### src/rtl/bcd_pkg.sv
// ----------------------------------------------------------------------------
// Bounded circular deque: shared package
// Types, action codes and sizes used by the controller, datapath and top level.
// ----------------------------------------------------------------------------
package bcd_pkg;

  // Ring depth; must stay a power of two so that index wrap is a truncation.
  localparam int DEPTH = 16;
  localparam int IDX_W = $clog2(DEPTH);
  localparam int CNT_W = 5;
  localparam int CAP_W = 5;
  localparam int DATA_W = 32;

  localparam logic [CAP_W-1:0] CAP_RESET = CAP_W'(16);

  // Action codes carried by an input transaction.
  localparam logic [2:0] ACT_PUSH_FRONT = 3'd0;
  localparam logic [2:0] ACT_PUSH_REAR  = 3'd1;
  localparam logic [2:0] ACT_POP_FRONT  = 3'd2;
  localparam logic [2:0] ACT_POP_REAR   = 3'd3;
  localparam logic [2:0] ACT_PEEK       = 3'd4;

  typedef struct packed {
    logic [2:0]               action;
    logic signed [DATA_W-1:0] value;
  } in_item_t;

  typedef struct packed {
    logic                     ok;
    logic signed [DATA_W-1:0] front_value;
    logic signed [DATA_W-1:0] rear_value;
    logic                     is_empty;
    logic                     is_full;
    logic [CNT_W-1:0]         occupancy;
  } out_item_t;

  // Commands from the controller to the datapath.
  typedef struct packed {
    logic exec;   // apply the accepted action to pointers and ring
    logic rd;     // read front and rear entries from the ring
    logic load;   // capture the result into the output register
  } dp_cmd_t;

endpackage

### src/rtl/bcd_ctrl.sv
// ----------------------------------------------------------------------------
// Bounded circular deque: controller
// Sequences each transaction through execute, ring read and result load, and
// owns the output valid flag.
// ----------------------------------------------------------------------------
module bcd_ctrl (
  input  logic            clk,
  input  logic            rst,
  input  logic            in_valid,
  output logic            in_stall,
  output logic            out_valid,
  input  logic            out_stall,
  output bcd_pkg::dp_cmd_t cmd
);

  localparam logic [1:0] ST_IDLE = 2'd0;
  localparam logic [1:0] ST_READ = 2'd1;
  localparam logic [1:0] ST_LOAD = 2'd2;

  logic [1:0] state;
  logic [1:0] state_next;
  logic       out_free;

  // The output register may be refilled when empty or being taken this edge.
  assign out_free = !out_valid || !out_stall;

  assign in_stall = (state != ST_IDLE);

  always_comb begin
    state_next = state;
    cmd        = '0;
    unique case (state)
      ST_IDLE: begin
        if (in_valid) begin
          cmd.exec   = 1'b1;
          state_next = ST_READ;
        end
      end
      ST_READ: begin
        cmd.rd     = 1'b1;
        state_next = ST_LOAD;
      end
      ST_LOAD: begin
        if (out_free) begin
          cmd.load   = 1'b1;
          state_next = ST_IDLE;
        end
      end
      default: begin
        state_next = ST_IDLE;
      end
    endcase
  end

  always_ff @(posedge clk) begin
    if (rst) begin
      state     <= ST_IDLE;
      out_valid <= 1'b0;
    end else begin
      state <= state_next;
      if (cmd.load) begin
        out_valid <= 1'b1;
      end else if (!out_stall) begin
        out_valid <= 1'b0;
      end
    end
  end

endmodule

### src/rtl/bcd_datapath.sv
// ----------------------------------------------------------------------------
// Bounded circular deque: datapath
// Ring storage, front index and entry count, capacity register and the
// output register.
// ----------------------------------------------------------------------------
module bcd_datapath (
  input  logic                        clk,
  input  logic                        rst,
  input  bcd_pkg::dp_cmd_t            cmd,
  input  bcd_pkg::in_item_t           in_data,
  output bcd_pkg::out_item_t          out_data,
  input  logic                        cfg_we,
  input  logic [bcd_pkg::CAP_W-1:0]   cfg_wdata,
  output logic [bcd_pkg::CAP_W-1:0]   capacity
);

  logic [bcd_pkg::DATA_W-1:0] ring [bcd_pkg::DEPTH];

  logic [bcd_pkg::IDX_W-1:0]  front_index;
  logic [bcd_pkg::IDX_W-1:0]  front_index_next;
  logic [bcd_pkg::CNT_W-1:0]  entry_count;
  logic [bcd_pkg::CNT_W-1:0]  entry_count_next;
  logic [bcd_pkg::CNT_W-1:0]  eff_cap;
  logic                       ok;
  logic                       ok_next;
  logic                       wr_en;
  logic [bcd_pkg::IDX_W-1:0]  wr_addr;
  logic [bcd_pkg::IDX_W-1:0]  rear_index;
  logic [bcd_pkg::DATA_W-1:0] front_q;
  logic [bcd_pkg::DATA_W-1:0] rear_q;
  logic                       can_push;
  logic                       can_pop;
  logic                       is_empty;

  // Capacity above the ring depth saturates at the depth.
  assign eff_cap = (capacity > bcd_pkg::CAP_W'(bcd_pkg::DEPTH))
                   ? bcd_pkg::CNT_W'(bcd_pkg::DEPTH) : bcd_pkg::CNT_W'(capacity);

  assign can_push = (entry_count < eff_cap);
  assign can_pop  = (entry_count != '0);
  assign is_empty = (entry_count == '0);

  // Rear entry sits at front + count - 1, wrapped by truncation.
  assign rear_index = front_index + bcd_pkg::IDX_W'(entry_count - bcd_pkg::CNT_W'(1));

  always_comb begin
    front_index_next = front_index;
    entry_count_next = entry_count;
    ok_next          = 1'b0;
    wr_en            = 1'b0;
    wr_addr          = front_index;
    unique case (in_data.action)
      bcd_pkg::ACT_PUSH_FRONT: begin
        if (can_push) begin
          front_index_next = front_index - bcd_pkg::IDX_W'(1);
          wr_addr          = front_index - bcd_pkg::IDX_W'(1);
          wr_en            = 1'b1;
          entry_count_next = entry_count + bcd_pkg::CNT_W'(1);
          ok_next          = 1'b1;
        end
      end
      bcd_pkg::ACT_PUSH_REAR: begin
        if (can_push) begin
          wr_addr          = front_index + bcd_pkg::IDX_W'(entry_count);
          wr_en            = 1'b1;
          entry_count_next = entry_count + bcd_pkg::CNT_W'(1);
          ok_next          = 1'b1;
        end
      end
      bcd_pkg::ACT_POP_FRONT: begin
        if (can_pop) begin
          front_index_next = front_index + bcd_pkg::IDX_W'(1);
          entry_count_next = entry_count - bcd_pkg::CNT_W'(1);
          ok_next          = 1'b1;
        end
      end
      bcd_pkg::ACT_POP_REAR: begin
        if (can_pop) begin
          entry_count_next = entry_count - bcd_pkg::CNT_W'(1);
          ok_next          = 1'b1;
        end
      end
      bcd_pkg::ACT_PEEK: begin
        ok_next = 1'b1;
      end
      default: begin
        ok_next = 1'b0;
      end
    endcase
  end

  always_ff @(posedge clk) begin
    if (rst) begin
      front_index <= '0;
      entry_count <= '0;
      capacity    <= bcd_pkg::CAP_RESET;
    end else begin
      if (cmd.exec) begin
        front_index <= front_index_next;
        entry_count <= entry_count_next;
      end
      if (cfg_we) begin
        capacity <= cfg_wdata;
      end
    end
  end

  always_ff @(posedge clk) begin
    if (cmd.exec) begin
      ok <= ok_next;
    end
  end

  // Ring: one write port, two registered read ports.
  always_ff @(posedge clk) begin
    if (cmd.exec && wr_en) begin
      ring[wr_addr] <= in_data.value;
    end
    if (cmd.rd) begin
      front_q <= ring[front_index];
      rear_q  <= ring[rear_index];
    end
  end

  // An empty deque reports all ones for both ends.
  always_ff @(posedge clk) begin
    if (cmd.load) begin
      out_data.ok          <= ok;
      out_data.front_value <= is_empty ? '1 : front_q;
      out_data.rear_value  <= is_empty ? '1 : rear_q;
      out_data.is_empty    <= is_empty;
      out_data.is_full     <= (entry_count >= eff_cap);
      out_data.occupancy   <= entry_count;
    end
  end

endmodule

### src/rtl/bounded_circular_deque.sv
// An accepted transaction passes through ring read, then result load into the output register.
// The input stalls until the result load, so the next transaction is taken only once the last is loaded.
// The result register lets the next transaction start while a result waits.
// Reset (synchronous, rst high) empties the deque and sets capacity to 16;
// ring contents are not cleared, and an unwritten entry never reaches the output.
// ----------------------------------------------------------------------------
// Bounded circular deque: top level
// Double-ended queue on a ring buffer with an APB-style capacity register.
// ----------------------------------------------------------------------------
module bounded_circular_deque (
  input  logic                clk,
  input  logic                rst,
  input  logic                in_valid,
  output logic                in_stall,
  input  bcd_pkg::in_item_t   in_data,
  output logic                out_valid,
  input  logic                out_stall,
  output bcd_pkg::out_item_t  out_data,
  input  logic                psel,
  input  logic                penable,
  input  logic                pwrite,
  input  logic [2:0]          paddr,
  input  logic [31:0]         pwdata,
  output logic [31:0]         prdata,
  output logic                pready
);

  bcd_pkg::dp_cmd_t            cmd;
  logic                        cfg_we;
  logic [bcd_pkg::CAP_W-1:0]   capacity;

  assign pready = 1'b1;
  // The capacity register is the only one; it answers at every address with paddr[2] low (0 to 3).
  assign cfg_we = psel && penable && pwrite && !paddr[2];
  assign prdata = paddr[2] ? 32'd0 : 32'(capacity);

  bcd_ctrl u_ctrl (
    .clk       (clk),
    .rst       (rst),
    .in_valid  (in_valid),
    .in_stall  (in_stall),
    .out_valid (out_valid),
    .out_stall (out_stall),
    .cmd       (cmd)
  );

  bcd_datapath u_datapath (
    .clk       (clk),
    .rst       (rst),
    .cmd       (cmd),
    .in_data   (in_data),
    .out_data  (out_data),
    .cfg_we    (cfg_we),
    .cfg_wdata (pwdata[bcd_pkg::CAP_W-1:0]),
    .capacity  (capacity)
  );

endmodule

### config.mk
export PLATFORM = sky130hd
export DESIGN_NAME = bounded_circular_deque
export DESIGN_NICKNAME = d
export VERILOG_FILES = /design/src/rtl/bcd_pkg.sv /design/src/rtl/bcd_ctrl.sv /design/src/rtl/bcd_datapath.sv /design/src/rtl/bounded_circular_deque.sv
export SDC_FILE = /design/constraint.sdc
export NUM_CORES = 1
export LEC_CHECK = 0
export ABC_CLOCK_PERIOD_IN_PS = 7900
export BUFFER_PORTS_ARGS = -buffer_cell sky130_fd_sc_hd__buf_4
export CELL_PAD_IN_SITES_DETAIL_PLACEMENT = 1
export CELL_PAD_IN_SITES_GLOBAL_PLACEMENT = 1
export CORE_MARGIN = 2
export CORE_UTILIZATION = 54
export DETAILED_ROUTE_END_ITERATION = 10
export PLACE_DENSITY_LB_ADDON = 0.3
export SETUP_SLACK_MARGIN = 0.15
export SLEW_MARGIN = 20
export SYNTH_ARGS = -nofsm -noshare
export SYNTH_HDL_FRONTEND = slang
export SYNTH_SLANG_ARGS = --single-unit
### constraint.sdc
create_clock -name clk -period 7.9 [get_ports clk]
set_input_delay 0 -clock clk [delete_from_list [all_inputs] [get_ports clk]]
set_output_delay 0 -clock clk [all_outputs]
set_load 0.1 [all_outputs]
# Word-level counts from Yosys, hierarchy flattened
# Memories as Yosys holds them, arrays and structs flattened. A register that Yosys moved wholly into a read port is not among the register bits.
# Cells that the tools add are included.
[word_totals] mem_count=1 reg_bits=90 inputBits=77 ram_bits=512 wordCells=80 output_inout_bits=107
[op_classes] n_mux=26 addsub=6 n_reduce_logical=20 magnitude_cmp=3 n_eq_ne=12
[mem_list] memory="u_datapath.ring" words=16 width=32 rd=2 rd_clocked_by_memory_dff=2 wr=1 line="bcd_datapath.sv:17" rtl="logic [bcd_pkg::DATA_W-1:0] ring [bcd_pkg::DEPTH];"
[ops] op="two-way mux 5 bit" n=4
[ops] op="one-hot mux 4 bit (2 select lines)" n=2
[ops] op="two-way mux 1 bit" n=12
[ops] op="two-way mux 4 bit" n=3
[ops] op="inequality test 2 x 1 -> 1 bit (second input constant)" n=5
[ops] op="one-hot mux 5 bit (2 select lines)" n=1
[ops] op="adder 4 bit" n=2
[ops] op="== test 3 x 2 -> 1 bit (second input constant)" n=2
[ops] op="one-hot mux 2 bit (3 select lines)" n=1
[ops] op="nonzero test 2 bit" n=3
[ops] op="adder 5 x 1 -> 5 bit (second input constant)" n=1
[ops] op=">= comparator 5 bit" n=1
[ops] op="> comparator 5 bit (second input constant)" n=1
[ops] op="logical NOT 5 bit" n=1
[ops] op="< comparator 5 bit" n=1
[ops] op="nonzero test 5 bit" n=1
[ops] op="subtractor 5 x 1 -> 5 bit (second input constant)" n=1
[ops] op="adder 4 x 1 -> 4 bit (second input constant)" n=1
[ops] op="logical AND 1 bit" n=4
[ops] op="two-way mux 2 bit" n=2
[ops] op="AND reduction 4 bit" n=1
[ops] op="OR reduction 2 bit" n=2
[ops] op="subtractor 4 x 1 -> 4 bit (second input constant)" n=1
[ops] op="== test 3 x 1 -> 1 bit (second input constant)" n=1
[ops] op="other kinds (11)" n=13

# Logic depth before layout (Yosys ltp)
# Gate-level depths: netlist (run 1).
[logic_depth] ltp_word=8 mapped_depth=10 depth_no_buf=8

# Cells and area by module
# From an unflattened synthesis (run 1), not the netlist that was laid out.
[hier_totals] hier_cells=1489 area_unflattened_um2=29721.0
[modules_own_cells] module="bcd_datapath" n_inst=1 area_each_um2=29311.9 cells_each=1438 seq_area_each_um2=19769.0
[modules_own_cells] module="bounded_circular_deque" n_inst=1 area_each_um2=271.5 cells_each=36 seq_area_each_um2=0.0
[modules_own_cells] module="bcd_ctrl" n_inst=1 area_each_um2=137.6 cells_each=15 seq_area_each_um2=60.1

# Worst setup path before layout (run 1)
# OpenSTA, ideal clock, no wires.
[synth_timing] path_type="register -> register" start="register u_datapath.front_index[1] (netlist bit)" end="memory u_datapath.ring[10][0] (netlist bit) (enable)" setup_ns=0.501 period_less_slack_ns=5.870 arrival_ns=5.369 path_buffers=3 t_required_ns=7.399 stages_incl_launch_ff=11 setup_slack_ns=2.030 path_cell_list="dfxtp_1 -> buf_2 -> clkbuf_1 -> clkbuf_1 -> inv_1 -> fa_1 -> xnor2_1 -> a22o_1 -> nand4_1 -> nand2_1 -> nor4_1"
[synth_between] elab_chain_len=3 word_cells_on_any_way=5 classes_between="add/sub: 2; mux: 3"
[synth_rtl] item="start: declaration" line="bcd_datapath.sv:19" rtl="logic [bcd_pkg::IDX_W-1:0] front_index;"
[synth_rtl] item="start signal: assignment" line="bcd_datapath.sv:99" rtl="front_index <= front_index_next;"
[synth_rtl] item="adder 4 bit or subtractor 4 x 1 -> 4 bit (tied branches)" line="bcd_datapath.sv:64, bcd_datapath.sv:56"
[synth_rtl] item="two-way mux 4 bit, on equally long branches" line="bcd_datapath.sv:63, bcd_datapath.sv:54"
[synth_rtl] item="one-hot mux 4 bit (2 select lines) (*)" line="bcd_datapath.sv:52" rtl="unique case (in_data.action)"
[synth_rtl] item="end: declaration" line="bcd_datapath.sv:17"
# Mark *: on every way between the ends. The rest lies on a longest branch, timed or not.

# Worst setup path after layout (run 1)
[layout_timing] start="register u_datapath.front_index[1] (netlist bit)" end="memory u_datapath.ring[13][14] (netlist bit) (enable)"
# The elaborated chain is that of the path after synthesis.

==> results.toml, run 1 <==
[place]
dpl_cell_area_um2 = 31040
dp.final_hpwl_um = 37250
place_inst = 2107
portBuffers = 126
place_congestion = 0.7528

[detailed_routing]
first_iter_violations = 1401
drtAntennaViolNets = 0
wl_um = 73290
dr.pass1.iters = 5
drc = 0
vias = 15190
vias_per_cell = 6.634
routedWlPerCell_um = 32.02

[synthesis]
yosysWarnings = 0
synth.distinct_cells = 62
ys_seq_area_frac = 0.6754
ys_ff_latch = 666
synth_top_area_share = 0.6638
postSynth.asyncResetShare = 0
synth_area_leaders = "edfxtp_1 (66%), mux4_2 (24%), or2_2 (1.4%)"
synth_edf_count = 649
yosysTopAreaCell = "edfxtp_1"
avgSynthCellArea_um2 = 21.91
ys.flop_type = "edfxtp_1"
syn_inst = 1340
netlist_area_um2 = 29360

[timing]
post-route-min-period_ns = 4.474
drv_slew = 0
slew_headroom = 0.2303
post-route-period-util = 0.5663
setup_viol_count_final = 0
finalSetupTns_ns = 0
rsz0062_at_grt = "no"
max_freq_mhz = 223.5
hold_violations = 0
worst_pin_slew_ns = 1.152
fin_skew_ns = 0.01988

[critical_path]
critPathLaunchType = "flip-flop"
cp.arrival_ns = 4.70
path_max_fanout = 46
path_class = "flip-flop to flip-flop"
critPathCaptureType = "flip-flop"
worstPathRequired_ns = 8.12

[floorplan]
core_area_um2 = 53810
die_y_um = 237.2
ios = 184
die_w_um = 237.2
rows = 85
dieArea_um2 = 56250
start_util = 0.5455

[power]
peakVddDrop_mv = 0.1652
p_per_area_nw_per_um2 = 244.4
p_total_mw = 8.248
leakage_nw = 10.75

[final_layout]
final_common_cell = "edfxtp_1"
finish.utilization = 0.6271
n_fill_cell = 4369
fin_area_um2 = 33750
layout.nets = 1631
final_cell_mix = "edfxtp_1 (649), mux4_2 (318), buf_4 (155), clkbuf_16 (74), or2_2 (65)"
final_cells = 2289
drive_gt1_frac = 0.4226
syn2layout_area_growth_pct = 14.95

[clocking]
cts_setup_buffers = 0
clock_sinks = 666
root_buffer = "clkbuf_16"
cts_resized = 0
clk_pin_slew_ns = 0.06
holdBufCountCts = 53
cts_tree = "yes"
clk_latency_ns = 0.61
clock_path_buffers = 3
ctsHtreeMaxLevel = 3
numCtsBuffers = 70

[grt]
grt_pass1_vias = 16120
grt_start_max_net_pins = 102
grt.total_usage = 0.2670
antenna_found_initial = 3
grt_pass1_wl_um = 108200
overflow = 0

[job]
cap_violations = 0

[worst_hold_path]
holdCritPathClass = "primary input to flip-flop"

[run_status]
status = "finished clean"
-- critical path, stage by stage (launching register included) --
cell,delay [ns]
dfxtp_4,0.86
buf_4,0.73
inv_1,0.19
fa_1,0.44
xnor2_1,0.18
a22o_1,0.14
nand4_1,0.19
a21boi_0,0.46
and3_2,0.26
buf_4,0.59
-- through the flow --
| stage | worst slack, ns | hold WS (ns) |
|---|---|---|
| after CTS | 3.467 | 0.2209 |
| after global placement | 3.594 | 0.2380 |
| after floorplan | 2.030 | 0.09887 |
| after global routing | 3.224 | 0.2587 |
| after detailed placement | 3.504 | 0.2453 |
| final | 3.426 | 0.2394 |
-- sequential cells by signal, indices dropped and copies added, names as in the netlist --
| name | count |
|---|---|
| u_datapath.ring | 512 |
| u_datapath.out_data | 72 |
| u_datapath.front_q | 32 |
| u_datapath.rear_q | 32 |
| u_datapath.capacity | 5 |
| u_datapath.entry_count | 5 |
| u_datapath.front_index | 4 |
| u_ctrl.state | 2 |
| u_ctrl.out_valid | 1 |
| u_datapath.ok | 1 |
-- layer usage --
metal,vias to the layer above,track usage,share of wire
met5,-,0,0.00022
met4,2,0.08691,0.026
met3,136,0.04947,0.071
met2,693,0.4476,0.52
met1,8250,0.3604,0.39
li1,6105,-,-
-- logic make-up (layout without fill, tap and decap cells) --
logic type               after synthesis  after routing  share of synthesized area
XOR/XNOR                              10             10                   0.004262
multiplexers                         331            331                     0.2497
adder cells (fa/ha/maj)               17             17                   0.007757
AND/OR/NAND/NOR                      157            157                    0.03184
buffers and inverters                120            344                    0.02212
AO/OA/AOI/OAI                         37             37                   0.008610
flip-flops                           666            666                     0.6754
other                                  2             31                  0.0002558
-- cells in the mapped netlist, types with 3 or more instances --
library cell,n
or2_2,65
nor4_1,4
a21oi_1,13
nand2_1,15
buf_6,4
dfxtp_1,17
ha_1,15
o21ai_0,5
mux2i_1,5
xnor2_2,3
inv_1,8
mux4_2,318
clkbuf_1,40
buf_2,21
nand4_1,4
or3_1,3
nor2b_1,14
nor2_1,20
edfxtp_1,649
xnor2_1,4
and3_1,10
nor3_1,4
buf_4,38
buf_1,9
mux2_2,6
-- area by class of cell --
| cell class | instances | area, um2 | area share |
|---|---|---|---|
| timing repair buffer | 211 | 1762 | 0.05220 |
| multi-input combinational | 580 | 9099 | 0.2696 |
| inverter | 8 | 30.03 | 0.0008898 |
| clock inverter | 34 | 220.2 | 0.006526 |
| sequential | 666 | 19840 | 0.5880 |
| tap | 696 | 870.8 | 0.02581 |
| antenna | 3 | 7.507 | 0.0002225 |
| clock buffer | 91 | 1916 | 0.05676 |
-- power by group --
group          leakage (nW)  total (mW)  internal [mW]  switching [mW]
Combinational          3.76        1.13          0.504           0.630
Clock                  1.04        3.10           1.77            1.32
Sequential             5.95        4.02           3.97          0.0421
Total                  10.8        8.25           6.25            2.00
-- worst paths after layout --
| path | startpoint | endpoint | slack, ns | depth (start not counted) |
|---|---|---|---|---|
| worst max-delay path | u_datapath.front_index[1]$_SDFFE_PP0P_ | u_datapath.ring[13][14]$_DFFE_PP_ | 3.43 | 9 |
| worst min register to register | u_datapath.ok$_DFFE_PP_ | u_datapath.out_data[71]$_DFFE_PP_ | 0.43 | 0 |
| worst min-delay path | in_data[5] | u_datapath.ring[13][5]$_DFFE_PP_ | 0.24 | 2 |
| worst max register to register | u_datapath.front_index[1]$_SDFFE_PP0P_ | u_datapath.ring[13][14]$_DFFE_PP_ | 3.43 | 9 |
Power figures use the tool's default switching activity.
==> inputs of run 2 (changes only) <==
--- a/config.mk
+++ b/config.mk
@@ -5,12 +5,12 @@
 export SDC_FILE = /design/constraint.sdc
 export NUM_CORES = 1
 export LEC_CHECK = 0
-export ABC_CLOCK_PERIOD_IN_PS = 7900
+export ABC_CLOCK_PERIOD_IN_PS = 4000
 export BUFFER_PORTS_ARGS = -buffer_cell sky130_fd_sc_hd__buf_4
 export CELL_PAD_IN_SITES_DETAIL_PLACEMENT = 1
 export CELL_PAD_IN_SITES_GLOBAL_PLACEMENT = 1
 export CORE_MARGIN = 2
-export CORE_UTILIZATION = 54
+export CORE_UTILIZATION = 49
 export DETAILED_ROUTE_END_ITERATION = 10
 export PLACE_DENSITY_LB_ADDON = 0.3
 export SETUP_SLACK_MARGIN = 0.15
==> constraint.sdc (replaced) <==
create_clock -name clk -period 4 [get_ports clk]
set_input_delay 0 -clock clk [delete_from_list [all_inputs] [get_ports clk]]
set_output_delay 0 -clock clk [all_outputs]
set_load 0.1 [all_outputs]
==> run 2 against run 1 <==
Via count shrank 1.5%. Die area rose by 10%. Global-route usage fell by 2.9 points. Worst hold slack better by 0.0073 ns. Clock skew about the same. Cell area grew 1.2%. First-iteration DRC count down 10%. Cell count is 3.6% higher. Critical path type unchanged. Largest cell class unchanged.
==> results.toml, run 2 (same netlist as run 1, synthesis figures left out) <==
[place]
dp.final_hpwl_um = 38850
portBuffers = 126
place_congestion = 0.7581

[timing]
post-route-min-period_ns = 3.511
slew_headroom = 0.3054
finalSetupTns_ns = 0
drv_slew = 0
fin_skew_ns = 0.02027
setup_viol_count_final = 0
rsz0062_at_grt = "no"
max_freq_mhz = 284.8
worst_pin_slew_ns = 1.042
worst_hold_slack_ns = 0.2467
post-route-period-util = 0.8777
hold_violations = 0

[detailed_routing]
routed-wl-met2_um = 36850
first_iter_violations = 1255
dr_wl_met3_um = 4619
drtAntennaViolNets = 0
routedWlPerCell_um = 30.36
drc = 0
vias = 14950
top_layer = "met5"
dr.pass1.iters = 5
vias_per_cell = 6.304
met1_length_um = 28780
wl_um = 72010

[clocking]
clock_path_buffers = 3
ctsHtreeMaxLevel = 3
clock_sinks = 666
numCtsBuffers = 70
cts_resized = 0
clk_latency_ns = 0.59
root_buffer = "clkbuf_16"
cts_tree = "yes"
clk_pin_slew_ns = 0.06
cts_setup_buffers = 0

[power]
p_per_area_nw_per_um2 = 472.6
p_total_mw = 16.14
leakage_nw = 10.86
peakVddDrop_mv = 0.3311

[final_layout]
final_common_cell = "edfxtp_1"
drive_gt1_frac = 0.4283
top_register = "u_datapath.ring"
ff_latch_area_um2 = 19840
top_regs = "u_datapath.ring x512, u_datapath.out_data x72"
largest_reg_flops = 512
syn2layout_area_growth_pct = 16.37
multi_input_area_um2 = 9159
final_cell_mix = "edfxtp_1 (649), mux4_2 (318), buf_4 (143), clkbuf_16 (71), or2_2 (65)"
finish.utilization = 0.5778
layout.nets = 1642
n_fill_cell = 4962

[floorplan]
rows = 89
die_y_um = 248.8
start_util = 0.4965
die_w_um = 248.8
dieArea_um2 = 61890
ios = 184
core_area_um2 = 59130

[critical_path]
path_max_fanout = 66
cp.arrival_ns = 3.84
slowest_stage = "fa_4"
worstRegToRegCells = 7
slowest_delay_ns = 0.84
path_cells = "inv_1 > ha_1 > inv_1 > fa_4 > buf_12 > mux4_2 > mux4_2"
worstPathRequired_ns = 4.33
path_class = "flip-flop to flip-flop"
critPathCaptureType = "flip-flop"
critPathLaunchType = "flip-flop"

[grt]
overflow = 0
grt.total_usage = 0.2381
grt_pass1_wl_um = 107500
grt_start_max_net_pins = 105
grt_pass1_vias = 16150
antenna_found_initial = 6

[worst_hold_path]
holdPathStages = 2
holdCritPathClass = "primary input to flip-flop"

[run_status]
status = "finished clean"

[job]
cap_violations = 0
-- run 2: worst paths after layout --
check / startpoint / slack (ns) / to
max: u_datapath.entry_count[0]$_SDFFE_PP0P_ / 0.49 / u_datapath.rear_q[14]$_DFFE_PN_
min: in_data[13] / 0.25 / u_datapath.ring[3][13]$_DFFE_PP_
max reg2reg: u_datapath.entry_count[0]$_SDFFE_PP0P_ / 0.49 / u_datapath.rear_q[14]$_DFFE_PN_
min reg2reg: u_datapath.ok$_DFFE_PP_ / 0.42 / u_datapath.out_data[71]$_DFFE_PP_
-- run 2: timing repair --
action,CTS,global route
endpoints found under the setup margin,0,0
endpoints found under the hold margin,531,0
hold buffers,53,0
-- run 2: per-layer routing --
layer | vias to the layer above | track usage
met4 | 6 | 0.07100
li1 | 6122 | -
met2 | 591 | 0.4014
met5 | - | 0
met3 | 131 | 0.04441
met1 | 8103 | 0.3192
-- run 2: power breakdown --
| part | total (mW) | leakage [nW] | internal, mW | switching, mW |
|---|---|---|---|---|
| logic | 2.31 | 3.92 | 1.05 | 1.27 |
| clock network | 5.92 | 0.989 | 3.34 | 2.58 |
| registers | 7.91 | 5.95 | 7.85 | 0.0615 |
-- run 2: through the flow --
stage	setup WS, ns	cells	area (um2)
floorplan	-0.5728	1366	29500
global placement	0.5285	2196	31590
detailed placement	0.4863	2196	31590
CTS	0.4744	2370	34160
global route	0.3307	2372	34160
finish	0.4893	2372	34160
-- run 2: worst max-delay path, delay by kind of cell (launching register included) --
kind / cells / cell delay, ns
buffers and inverters: 3 / 0.65
muxes: 2 / 0.88
adders and majority gates: 2 / 1.16
DFF: 1 / 0.48
-- run 2: layout make-up --
| type | count | area share |
|---|---|---|
| clock inverters | 29 | 0.005054 |
| multi-input cells | 580 | 0.2681 |
| diodes | 2 | 0.0001465 |
| flip-flops and latches | 666 | 0.5807 |
| well taps | 773 | 0.02831 |
| inverters | 8 | 0.0008790 |
| repair buffers | 222 | 0.06219 |
| clock buffers | 92 | 0.05461 |
